===== config.mk =====
export PLATFORM = sky130hd
export DESIGN_NAME = running_height_statistics
export DESIGN_NICKNAME = d
export VERILOG_FILES = /design/src/sv/rhs_pkg.sv /design/src/sv/running_height_statistics.sv
export SDC_FILE = /design/constraint.sdc
export NUM_CORES = 1
export LEC_CHECK = 0
export ABC_AREA = 1
export BUFFER_PORTS_ARGS = -buffer_cell sky130_fd_sc_hd__buf_2
export CAP_MARGIN = 0
export CORE_ASPECT_RATIO = 0.9
export CORE_MARGIN = 3
export CORE_UTILIZATION = 56
export DETAILED_ROUTE_END_ITERATION = 10
export PLACE_DENSITY = 0.74
export SLEW_MARGIN = 20
export SYNTH_ARGS = -nofsm -noshare
export SYNTH_HDL_FRONTEND = slang
export SYNTH_SLANG_ARGS = --single-unit

===== constraint.sdc =====
create_clock -name clk -period 9.7 [get_ports clk]
set_input_delay 0.97 -clock clk [delete_from_list [all_inputs] [get_ports clk]]
set_output_delay 0.97 -clock clk [all_outputs]
set_load 0.02 [all_outputs]

===== src/sv/rhs_pkg.sv =====
// Package for running_height_statistics: sequencer state type and fixed sum width.
// No dependencies.
package rhs_pkg;

  localparam int SUMSQ_BITS = 62;

  typedef enum logic [2:0] {
    ST_IDLE,
    ST_DIV,
    ST_MEAN,
    ST_DEV,
    ST_MUL,
    ST_ACC,
    ST_OUT
  } state_t;

endpackage


===== src/sv/running_height_statistics.sv =====
// Running height statistics: count, Welford mean, squared-deviation sum, min, max.
// Uses rhs_pkg for the sequencer state type and the sum width.
// Each item passes the one-bit-per-cycle restoring divider, the mean update, the deviation
// set-up, the one-bit-per-cycle shift-add multiplier and the sum update before out_valid.
// The block takes no new item until it has finished the last one; in_ready
// is high only while idle, and a finished result waits in the output register while the next
// item is accepted. Reset (synchronous, rst_n low): count, mean and sum cleared, min to
// largest positive, max to most negative, no result pending.
module running_height_statistics #(
  parameter int COUNT_BITS  = 16,
  parameter int SAMPLE_BITS = 24
) (
  input  logic                            clk,
  input  logic                            rst_n,
  input  logic                            in_valid,
  output logic                            in_ready,
  input  logic signed [SAMPLE_BITS-1:0]   in_height,
  output logic                            out_valid,
  input  logic                            out_ready,
  output logic [COUNT_BITS-1:0]           out_sample_count,
  output logic signed [SAMPLE_BITS-1:0]   out_mean_height,
  output logic [rhs_pkg::SUMSQ_BITS-1:0]  out_sum_sq_dev,
  output logic signed [SAMPLE_BITS-1:0]   out_lowest_height,
  output logic signed [SAMPLE_BITS-1:0]   out_highest_height
);

  localparam int D   = SAMPLE_BITS + 1;
  localparam int PB  = 2 * D;
  localparam int SB  = rhs_pkg::SUMSQ_BITS;
  localparam int PW  = ((PB > SB) ? PB : SB) + 1;
  localparam int CW  = $clog2(D);
  localparam logic [CW-1:0] BIT_LAST = CW'(D - 1);

  rhs_pkg::state_t state_r, state_nxt;

  logic [COUNT_BITS-1:0]          count_r, count_nxt;
  logic signed [SAMPLE_BITS-1:0]  mean_r, mean_nxt;
  logic [SB-1:0]                  sumsq_r, sumsq_nxt;
  logic signed [SAMPLE_BITS-1:0]  min_r, min_nxt;
  logic signed [SAMPLE_BITS-1:0]  max_r, max_nxt;

  logic signed [SAMPLE_BITS-1:0]  z_r, z_nxt;
  logic                           neg_r, neg_nxt;
  logic [D-1:0]                   dmag_r, dmag_nxt;
  logic [D-1:0]                   dq_r, dq_nxt;
  logic [COUNT_BITS:0]            rem_r, rem_nxt;
  logic [CW-1:0]                  bit_r, bit_nxt;
  logic [PB-1:0]                  acc_r, acc_nxt;
  logic [PB-1:0]                  mcand_r, mcand_nxt;
  logic [D-1:0]                   mplier_r, mplier_nxt;

  logic                           out_valid_r, out_valid_nxt;
  logic [COUNT_BITS-1:0]          o_count_r;
  logic signed [SAMPLE_BITS-1:0]  o_mean_r, o_min_r, o_max_r;
  logic [SB-1:0]                  o_sumsq_r;

  logic                           accept, load_out;
  logic signed [D-1:0]            diff;
  logic [D-1:0]                   diff_mag;
  logic [COUNT_BITS:0]            rem_sh;
  logic                           qbit;
  logic signed [D:0]              mean_sum;
  logic [PW-1:0]                  sum_w;

  assign in_ready = (state_r == rhs_pkg::ST_IDLE);
  assign accept   = in_valid && in_ready;
  assign load_out = (state_r == rhs_pkg::ST_OUT) && (!out_valid_r || out_ready);

  // shared subtractor: sample minus mean, used at accept and again after the mean update
  always_comb begin
    diff     = D'(accept ? in_height : z_r) - D'(mean_r);
    diff_mag = diff[D-1] ? D'(-diff) : D'(diff);
  end

  always_comb begin
    rem_sh   = {rem_r[COUNT_BITS-1:0], dq_r[D-1]};
    qbit     = (rem_sh >= {1'b0, count_r});
    mean_sum = (D+1)'(mean_r) + (neg_r ? -$signed({1'b0, dq_r}) : $signed({1'b0, dq_r}));
    sum_w    = PW'(sumsq_r) + PW'(acc_r);
  end

  always_comb begin
    state_nxt = state_r;
    case (state_r)
      rhs_pkg::ST_IDLE: if (accept) state_nxt = rhs_pkg::ST_DIV;
      rhs_pkg::ST_DIV:  if (bit_r == '0) state_nxt = rhs_pkg::ST_MEAN;
      rhs_pkg::ST_MEAN: state_nxt = rhs_pkg::ST_DEV;
      rhs_pkg::ST_DEV:  state_nxt = rhs_pkg::ST_MUL;
      rhs_pkg::ST_MUL:  if (bit_r == '0) state_nxt = rhs_pkg::ST_ACC;
      rhs_pkg::ST_ACC:  state_nxt = rhs_pkg::ST_OUT;
      rhs_pkg::ST_OUT:  if (load_out) state_nxt = rhs_pkg::ST_IDLE;
      default:          state_nxt = rhs_pkg::ST_IDLE;
    endcase
  end

  always_comb begin
    count_nxt  = count_r;
    mean_nxt   = mean_r;
    sumsq_nxt  = sumsq_r;
    min_nxt    = min_r;
    max_nxt    = max_r;
    z_nxt      = z_r;
    neg_nxt    = neg_r;
    dmag_nxt   = dmag_r;
    dq_nxt     = dq_r;
    rem_nxt    = rem_r;
    bit_nxt    = bit_r;
    acc_nxt    = acc_r;
    mcand_nxt  = mcand_r;
    mplier_nxt = mplier_r;
    case (state_r)
      rhs_pkg::ST_IDLE: begin
        if (accept) begin
          z_nxt     = in_height;
          count_nxt = (count_r == '1) ? count_r : count_r + 1'b1;
          if (in_height < min_r) min_nxt = in_height;
          if (in_height > max_r) max_nxt = in_height;
        end
      end
      rhs_pkg::ST_DIV: begin
        rem_nxt = qbit ? rem_sh - {1'b0, count_r} : rem_sh;
        dq_nxt  = {dq_r[D-2:0], qbit};
        bit_nxt = bit_r - 1'b1;
      end
      rhs_pkg::ST_MEAN: begin
        mean_nxt = mean_sum[SAMPLE_BITS-1:0];
      end
      rhs_pkg::ST_DEV: begin
        mcand_nxt  = PB'(diff_mag);
        mplier_nxt = dmag_r;
        acc_nxt    = '0;
        bit_nxt    = BIT_LAST;
      end
      rhs_pkg::ST_MUL: begin
        if (mplier_r[0]) acc_nxt = acc_r + mcand_r;
        mcand_nxt  = {mcand_r[PB-2:0], 1'b0};
        mplier_nxt = {1'b0, mplier_r[D-1:1]};
        bit_nxt    = bit_r - 1'b1;
      end
      rhs_pkg::ST_ACC: begin
        sumsq_nxt = (sum_w[PW-1:SB] != '0) ? '1 : sum_w[SB-1:0];
      end
      default: ;
    endcase
    // divider set-up happens in the accept cycle, from the incoming sample
    if (accept) begin
      neg_nxt  = diff[D-1];
      dmag_nxt = diff_mag;
      dq_nxt   = diff_mag;
      rem_nxt  = '0;
      bit_nxt  = BIT_LAST;
    end
  end

  always_comb begin
    out_valid_nxt = out_valid_r;
    if (load_out) out_valid_nxt = 1'b1;
    else if (out_ready) out_valid_nxt = 1'b0;
  end

  always_ff @(posedge clk) begin
    if (!rst_n) begin
      state_r     <= rhs_pkg::ST_IDLE;
      count_r     <= '0;
      mean_r      <= '0;
      sumsq_r     <= '0;
      min_r       <= {1'b0, {(SAMPLE_BITS-1){1'b1}}};
      max_r       <= {1'b1, {(SAMPLE_BITS-1){1'b0}}};
      out_valid_r <= 1'b0;
    end else begin
      state_r     <= state_nxt;
      count_r     <= count_nxt;
      mean_r      <= mean_nxt;
      sumsq_r     <= sumsq_nxt;
      min_r       <= min_nxt;
      max_r       <= max_nxt;
      out_valid_r <= out_valid_nxt;
    end
  end

  always_ff @(posedge clk) begin
    z_r      <= z_nxt;
    neg_r    <= neg_nxt;
    dmag_r   <= dmag_nxt;
    dq_r     <= dq_nxt;
    rem_r    <= rem_nxt;
    bit_r    <= bit_nxt;
    acc_r    <= acc_nxt;
    mcand_r  <= mcand_nxt;
    mplier_r <= mplier_nxt;
    if (load_out) begin
      o_count_r <= count_r;
      o_mean_r  <= mean_r;
      o_sumsq_r <= sumsq_r;
      o_min_r   <= min_r;
      o_max_r   <= max_r;
    end
  end

  assign out_valid          = out_valid_r;
  assign out_sample_count   = o_count_r;
  assign out_mean_height    = o_mean_r;
  assign out_sum_sq_dev     = o_sumsq_r;
  assign out_lowest_height  = o_min_r;
  assign out_highest_height = o_max_r;

  a_count_mono: assert property (@(posedge clk) disable iff (!rst_n)
    count_r >= $past(count_r))
    else $error("sample count went down");

  a_sumsq_mono: assert property (@(posedge clk) disable iff (!rst_n)
    sumsq_r >= $past(sumsq_r))
    else $error("squared deviation sum went down");

  a_min_max: assert property (@(posedge clk) disable iff (!rst_n)
    (count_r != '0) |-> (min_r <= max_r))
    else $error("minimum above maximum");

  a_rem_bound: assert property (@(posedge clk) disable iff (!rst_n)
    (state_r == rhs_pkg::ST_DIV) |-> (rem_r < {1'b0, count_r}))
    else $error("divider remainder not below divisor");

  a_no_overwrite: assert property (@(posedge clk) disable iff (!rst_n)
    (out_valid_r && !out_ready) |=> $stable(o_sumsq_r) && $stable(o_mean_r))
    else $error("pending result overwritten");

endmodule


---- Word level (Yosys, flattened, before mapping) ----
Index checks and enable logic that the tools add are counted.
word-level totals
  word-level logic and storage cells ...... 82
  register bits ........................... 525
  input bits .............................. 28
  output and inout port bits .............. 152
operators by class
  $lt $le $gt $ge ......................... 3
  bitwise logic cells ..................... 1
  multiplexer cells ....................... 19
  reductions and logical operators ........ 17
  $add $sub $neg .......................... 9
  eq/ne operators ......................... 12
operators with widths
  kind                     number
  $pmux W50 S2             2
  $mux W25                 4
  $add A62 B50 Y63         1
  $mux W62                 1
  $add A50 B50 Y50         1
  $mux W50                 1
  $pmux W25 S2             1
  $neg A25 Y25             1
  $sub A25 B24 Y25         1
  $add A24 B24 Y24         1
  $gt A24 B24 Y1           1
  $lt A24 B24 Y1           1
  $mux W24                 1
  $neg A24 Y24             1
  $pmux W3 S7              1
  $ge A17 B16 Y1           1
  $add A16 B1 Y16 const B  1
  $eq A16 B16 Y1 const B   1
  $mux W16                 1
  $sub A16 B16 Y16         1
  $mux W3                  4
  $pmux W5 S2              1
  $eq A3 B3 Y1 const B     3
  $reduce_and A3 Y1        3
  16 further kinds         26

---- Depth between registers and ports, before layout ----
  depth in word-level cells ............... 7
  mapped depth ............................ 27
  depth with buffers taken out ............ 26

---- Worst setup path after synthesis ----
No wires, ideal clock.
  kind .................................... input to register
  start point ............................. input port out_ready
  end point ............................... register o_max_r[0] (netlist: out_highest_height[0]), enable pin
  setup slack ............................. 1.797 ns
  library setup time ...................... 0.661 ns
  path buffers ............................ 0
  stages on the path ...................... 2
  data arrival time ....................... 7.242 ns
  data required time ...................... 9.039 ns
  cell sequence ........................... nor2_1 > nor2_1
between the ends
  cells in the longest elaborated chain, start to end .. 2
ends and longest elaborated chain
  element               line                              text
  from (decl)           running_height_statistics.sv:19   input logic out_ready,
  $logic_or A1 B1 Y1    running_height_statistics.sv:67   assign load_out = (state_r == rhs_pkg::ST_OUT) && (!out_valid_r || out_ready);
  $logic_and A1 B1 Y1   running_height_statistics.sv:67
  via load_out          running_height_statistics.sv:57   logic accept, load_out;
  to (signal assigned)  running_height_statistics.sv:196  o_max_r <= max_r;
  to (decl)             running_height_statistics.sv:54   logic signed [SAMPLE_BITS-1:0] o_mean_r, o_min_r, o_max_r;
The timed path passes the listed nets, and every way through them passes these cells.
A chain may end at the register's enable or synchronous reset.

---- Worst setup path after layout ----
  start point ............................. register dq_r[0]
  end point ............................... register mean_r[23]
between the ends
  cells in the longest elaborated chain, start to end .. 3
ends and longest elaborated chain
  element                 line                              text
  from (decl)             running_height_statistics.sv:45   logic [D-1:0] dq_r, dq_nxt;
  from (signal assigned)  running_height_statistics.sv:185  dq_r <= dq_nxt;
  $neg A24 Y24            running_height_statistics.sv:78   mean_sum = (D+1)'(mean_r) + (neg_r ? -$signed({1'b0, dq_r}) : $signed({1'b0, dq_r}));
  $mux W24 *              running_height_statistics.sv:78
  $add A24 B24 Y24 *      running_height_statistics.sv:78
  to (signal assigned)    running_height_statistics.sv:173  mean_r <= mean_nxt;
  to (decl)               running_height_statistics.sv:37   logic signed [SAMPLE_BITS-1:0] mean_r, mean_nxt;
Mark *: on every way between the ends. The rest lies on a longest branch, timed or not.

==> impl_metrics.py <==
metrics = {
    "run_status": {
        "status": "finished clean",
    },
    "sta": {
        "timing.final.max_slew_violations": 0,
        "max_freq_ghz": 0.2369,
        "relSlewSlack": 0.3208,
        "rsz0062_at_grt": "false",
        "finalCritPeriodShare": 0.4352,
        "timing.final.ws_setup_ns": 5.479,
        "finalCriticalPeriod_ns": 4.221,
        "worstMarginPinSlew_ns": 1.019,
        "fin_worst_skew_ns": 0.03089,
        "timing.setup.tns_ns": 0,
        "finalSetupViolCount": 0,
        "hold_viol": 0,
    },
    "clock_tree": {
        "cts.sinks": 525,
        "postCtsSetupRepairBufs": 0,
        "numCtsBuffers": 54,
        "clkTransAtPathRegs_ns": 0.06,
        "cts_max_level": 2,
        "cts_tree": "built",
        "ctsHoldBuffers": 0,
        "cts_resized": 0,
        "cts.path.max_buffers": 3,
        "clkLatencyLatePin_ns": 0.64,
        "cts_root_buf": "clkbuf_16",
    },
    "critical_path": {
        "worstPathMaxFanout": 4,
        "timing.rr.end": "mean_r[23]",
        "startpoint_type": "register",
        "cp.required_ns": 10.23,
        "r2r.worst_path.cells": 23,
        "critical_path_class": "reg -> reg",
        "arrival_ns": 4.75,
        "worstSetupEndpointType": "register",
        "r2r-start": "dq_r[0]",
        "worst-r2r-setup-slack_ns": 5.48,
    },
    "floorplan": {
        "core_sq_mm": 0.05592,
        "start_util": 0.5696,
        "die_h_um": 232.2,
        "die_area_sq_mm": 0.05977,
        "io_pins": 180,
        "fp.dieW_um": 257.4,
        "rows": 82,
    },
    "yosys": {
        "async_reset_ff_frac": 0,
        "synth_edf_count": 350,
        "synthesis.nets": 4270,
        "yosysMostFrequentCell": "nand2_1",
        "synthTopCellsByArea": "edfxtp_1, nand2_1, dfxtp_1, ha_1, inv_1",
        "ys_warn_count": 0,
        "yosysTopAreaCellShare": 0.3300,
        "synth_cells": 4023,
        "synth_area_sq_mm": 0.03185,
        "ys_ff_latch": 525,
        "syn_avg_cell_area_sq_um": 7.916,
        "seq_area_frac_synth": 0.4400,
        "synth_top_cell_by_area": "edfxtp_1",
        "synth_top_cells_by_count": "nand2_1, inv_1, nor2_1, edfxtp_1, a21oi_1",
        "synth.distinct_cells": 57,
        "synthFlopType": "edfxtp_1",
    },
    "global_routing": {
        "grt_pass1_vias": 25460,
        "overflow": 0,
        "grt_pass1_wl_mm": 133.0,
        "groute.usage.overall": 0.2778,
        "grt_max_degree": 151,
        "antenna_found_initial": 0,
    },
    "layout": {
        "areaGrowthSynthToFinish_pct": 10.82,
        "drive_above_1_share": 0.08408,
        "nets": 4435,
        "seq_area_sq_mm": 0.01401,
        "fillers": 4968,
        "multi_input_area_sq_mm": 0.01558,
        "antenna_cells": 0,
        "layout.cells.non_filler": 4990,
    },
    "route": {
        "highest_layer": "met4",
        "wirelength_mm": 84.42,
        "wl_per_cell_um": 16.92,
        "wl_met3_mm": 4.660,
        "viasPerCell": 5.467,
        "ant_nets": 0,
        "first_pass_iters": 6,
        "routed-wl-met2_mm": 38.97,
        "drcViolationCount": 0,
        "vias": 27280,
        "wl_met1_mm": 37.76,
        "drtIter0Drc": 2136,
    },
    "power_and_ir_drop": {
        "static-leakage-power_nw": 15.75,
        "ir_drop_mv": 0.2690,
        "pwr_density_cell_mw_per_mm2": 350.4,
    },
    "placed_design": {
        "port_buffers": 179,
        "gp_congestion": 0.9730,
        "dp_slack_ns": 5.089,
        "hpwl_mm": 64.33,
        "place_inst": 4888,
    },
    "worst_hold_path": {
        "hp-class": "reg -> reg",
        "hp-start": "max_r[19]",
        "hold_end": "out_highest_height[19]",
        "hold-path-cell-count": 0,
    },
    "job": {
        "maxCapViolations": 0,
    },
}
-- how the worst max path moves through the flow --
stage / start / endpoint / slack [ns]
global placement: in_valid / mcand_r[22] / 5.17
floorplan: out_ready / out_highest_height[0] / 1.80
CTS: dq_r[0] / mean_r[23] / 5.51
detailed placement: in_valid / dq_r[22] / 5.09
global route: dq_r[0] / mean_r[23] / 5.23
finish: dq_r[0] / mean_r[23] / 5.48
-- layout by cell type (no fill, tap or decap), types with 6 or more instances in the layout --
master and count:
inv_1 501, clkbuf_16 55, nor2_2 8, a31oi_1 50, nand3_1 218, buf_2 178
xnor2_1 54, a21boi_0 12, clkinv_2 7, edfxtp_1 350, nand2_1 975, dfxtp_1 175
buf_4 17, nand2_4 6, o211ai_1 16, nand3b_1 10, ha_1 214, a21o_1 19
clkinv_1 12, o21a_1 21, clkbuf_1 13, a21oi_1 312, nor2_1 427, nand4_1 28
nor3_1 50, nor2_4 6, nor4_1 16, inv_2 11, nand2_2 25, o21ai_1 17
or2_2 6, o21bai_1 34, xor2_1 56, and3_1 7, o21ai_0 265
-- layout make-up --
class | instances | share of cell area
repair buffers | 196 | 0.02943
clock inverters | 33 | 0.009785
multi-input cells | 2897 | 0.4415
well taps | 756 | 0.02680
clock buffers | 69 | 0.04077
inverters | 514 | 0.05467
flip-flops and latches | 525 | 0.3971
-- routing by layer --
| metal | vias up | GRT usage |
|---|---|---|
| met5 | - | 0 |
| met4 | 0 | 0.09880 |
| met3 | 180 | 0.03009 |
| met2 | 770 | 0.4616 |
| met1 | 12520 | 0.3795 |
| li1 | 13810 | - |
-- report_power, final --
part / switching (mW) / internal, mW
clock: 0.911 / 1.17
sequential: 0.425 / 3.30
combinational: 4.43 / 2.12
-- kinds of logic after synthesis --
| family | after synthesis | synth area share |
|---|---|---|
| fa+ha+maj | 219 | 0.08722 |
| mux | 1 | 0.0003143 |
| xor+xnor | 116 | 0.03402 |
| flops | 525 | 0.4400 |
| simple gates | 1795 | 0.2339 |
| buf+inv | 601 | 0.07209 |
| compound gates | 766 | 0.1324 |
-- flip-flops by register name, indices dropped and copies added, names as in the netlist, 25 cells and up --
| name | flops |
|---|---|
| mplier_r | 25 |
| sumsq_r | 62 |
| dmag_r | 25 |
| acc_r | 50 |
| dq_r | 25 |
| out_sum_sq_dev | 62 |
| mcand_r | 50 |
-- per-stage QoR --
step / hold slack (ns) / cell area, sq um / power [mW] / util
floorplan: 0.4082 / 31850 / 8.568 / -
global placement: 0.4134 / 33510 / 10.11 / 0.5993
detailed placement: 0.4158 / 33510 / 10.21 / 0.5993
CTS: 0.4325 / 35290 / 12.34 / 0.6312
global route: 0.4435 / 35290 / 13.42 / 0.6312
finish: 0.4321 / 35290 / 12.37 / 0.6312
-- critical path: stages (launching register included) --
cell      delay [ns]
edfxtp_1        0.44
inv_1           0.09
ha_1            0.16
nand3_1         0.11
nor3_1          0.28
nand2_1         0.13
nor3_1          0.18
nand3_1         0.15
nor2_1          0.16
nand3_1         0.09
nand2_1         0.13
o21ai_0         0.13
xor2_1          0.21
ha_1            0.35
inv_1           0.08
nor3_1          0.43
nand2_1         0.14
nor4_1          0.20
a21oi_1         0.20
a21o_1          0.21
nand3_1         0.07
nand2_1         0.05
nand2_1         0.05
nor2_1          0.05
Note: power is estimated with default switching activity, not from simulation.
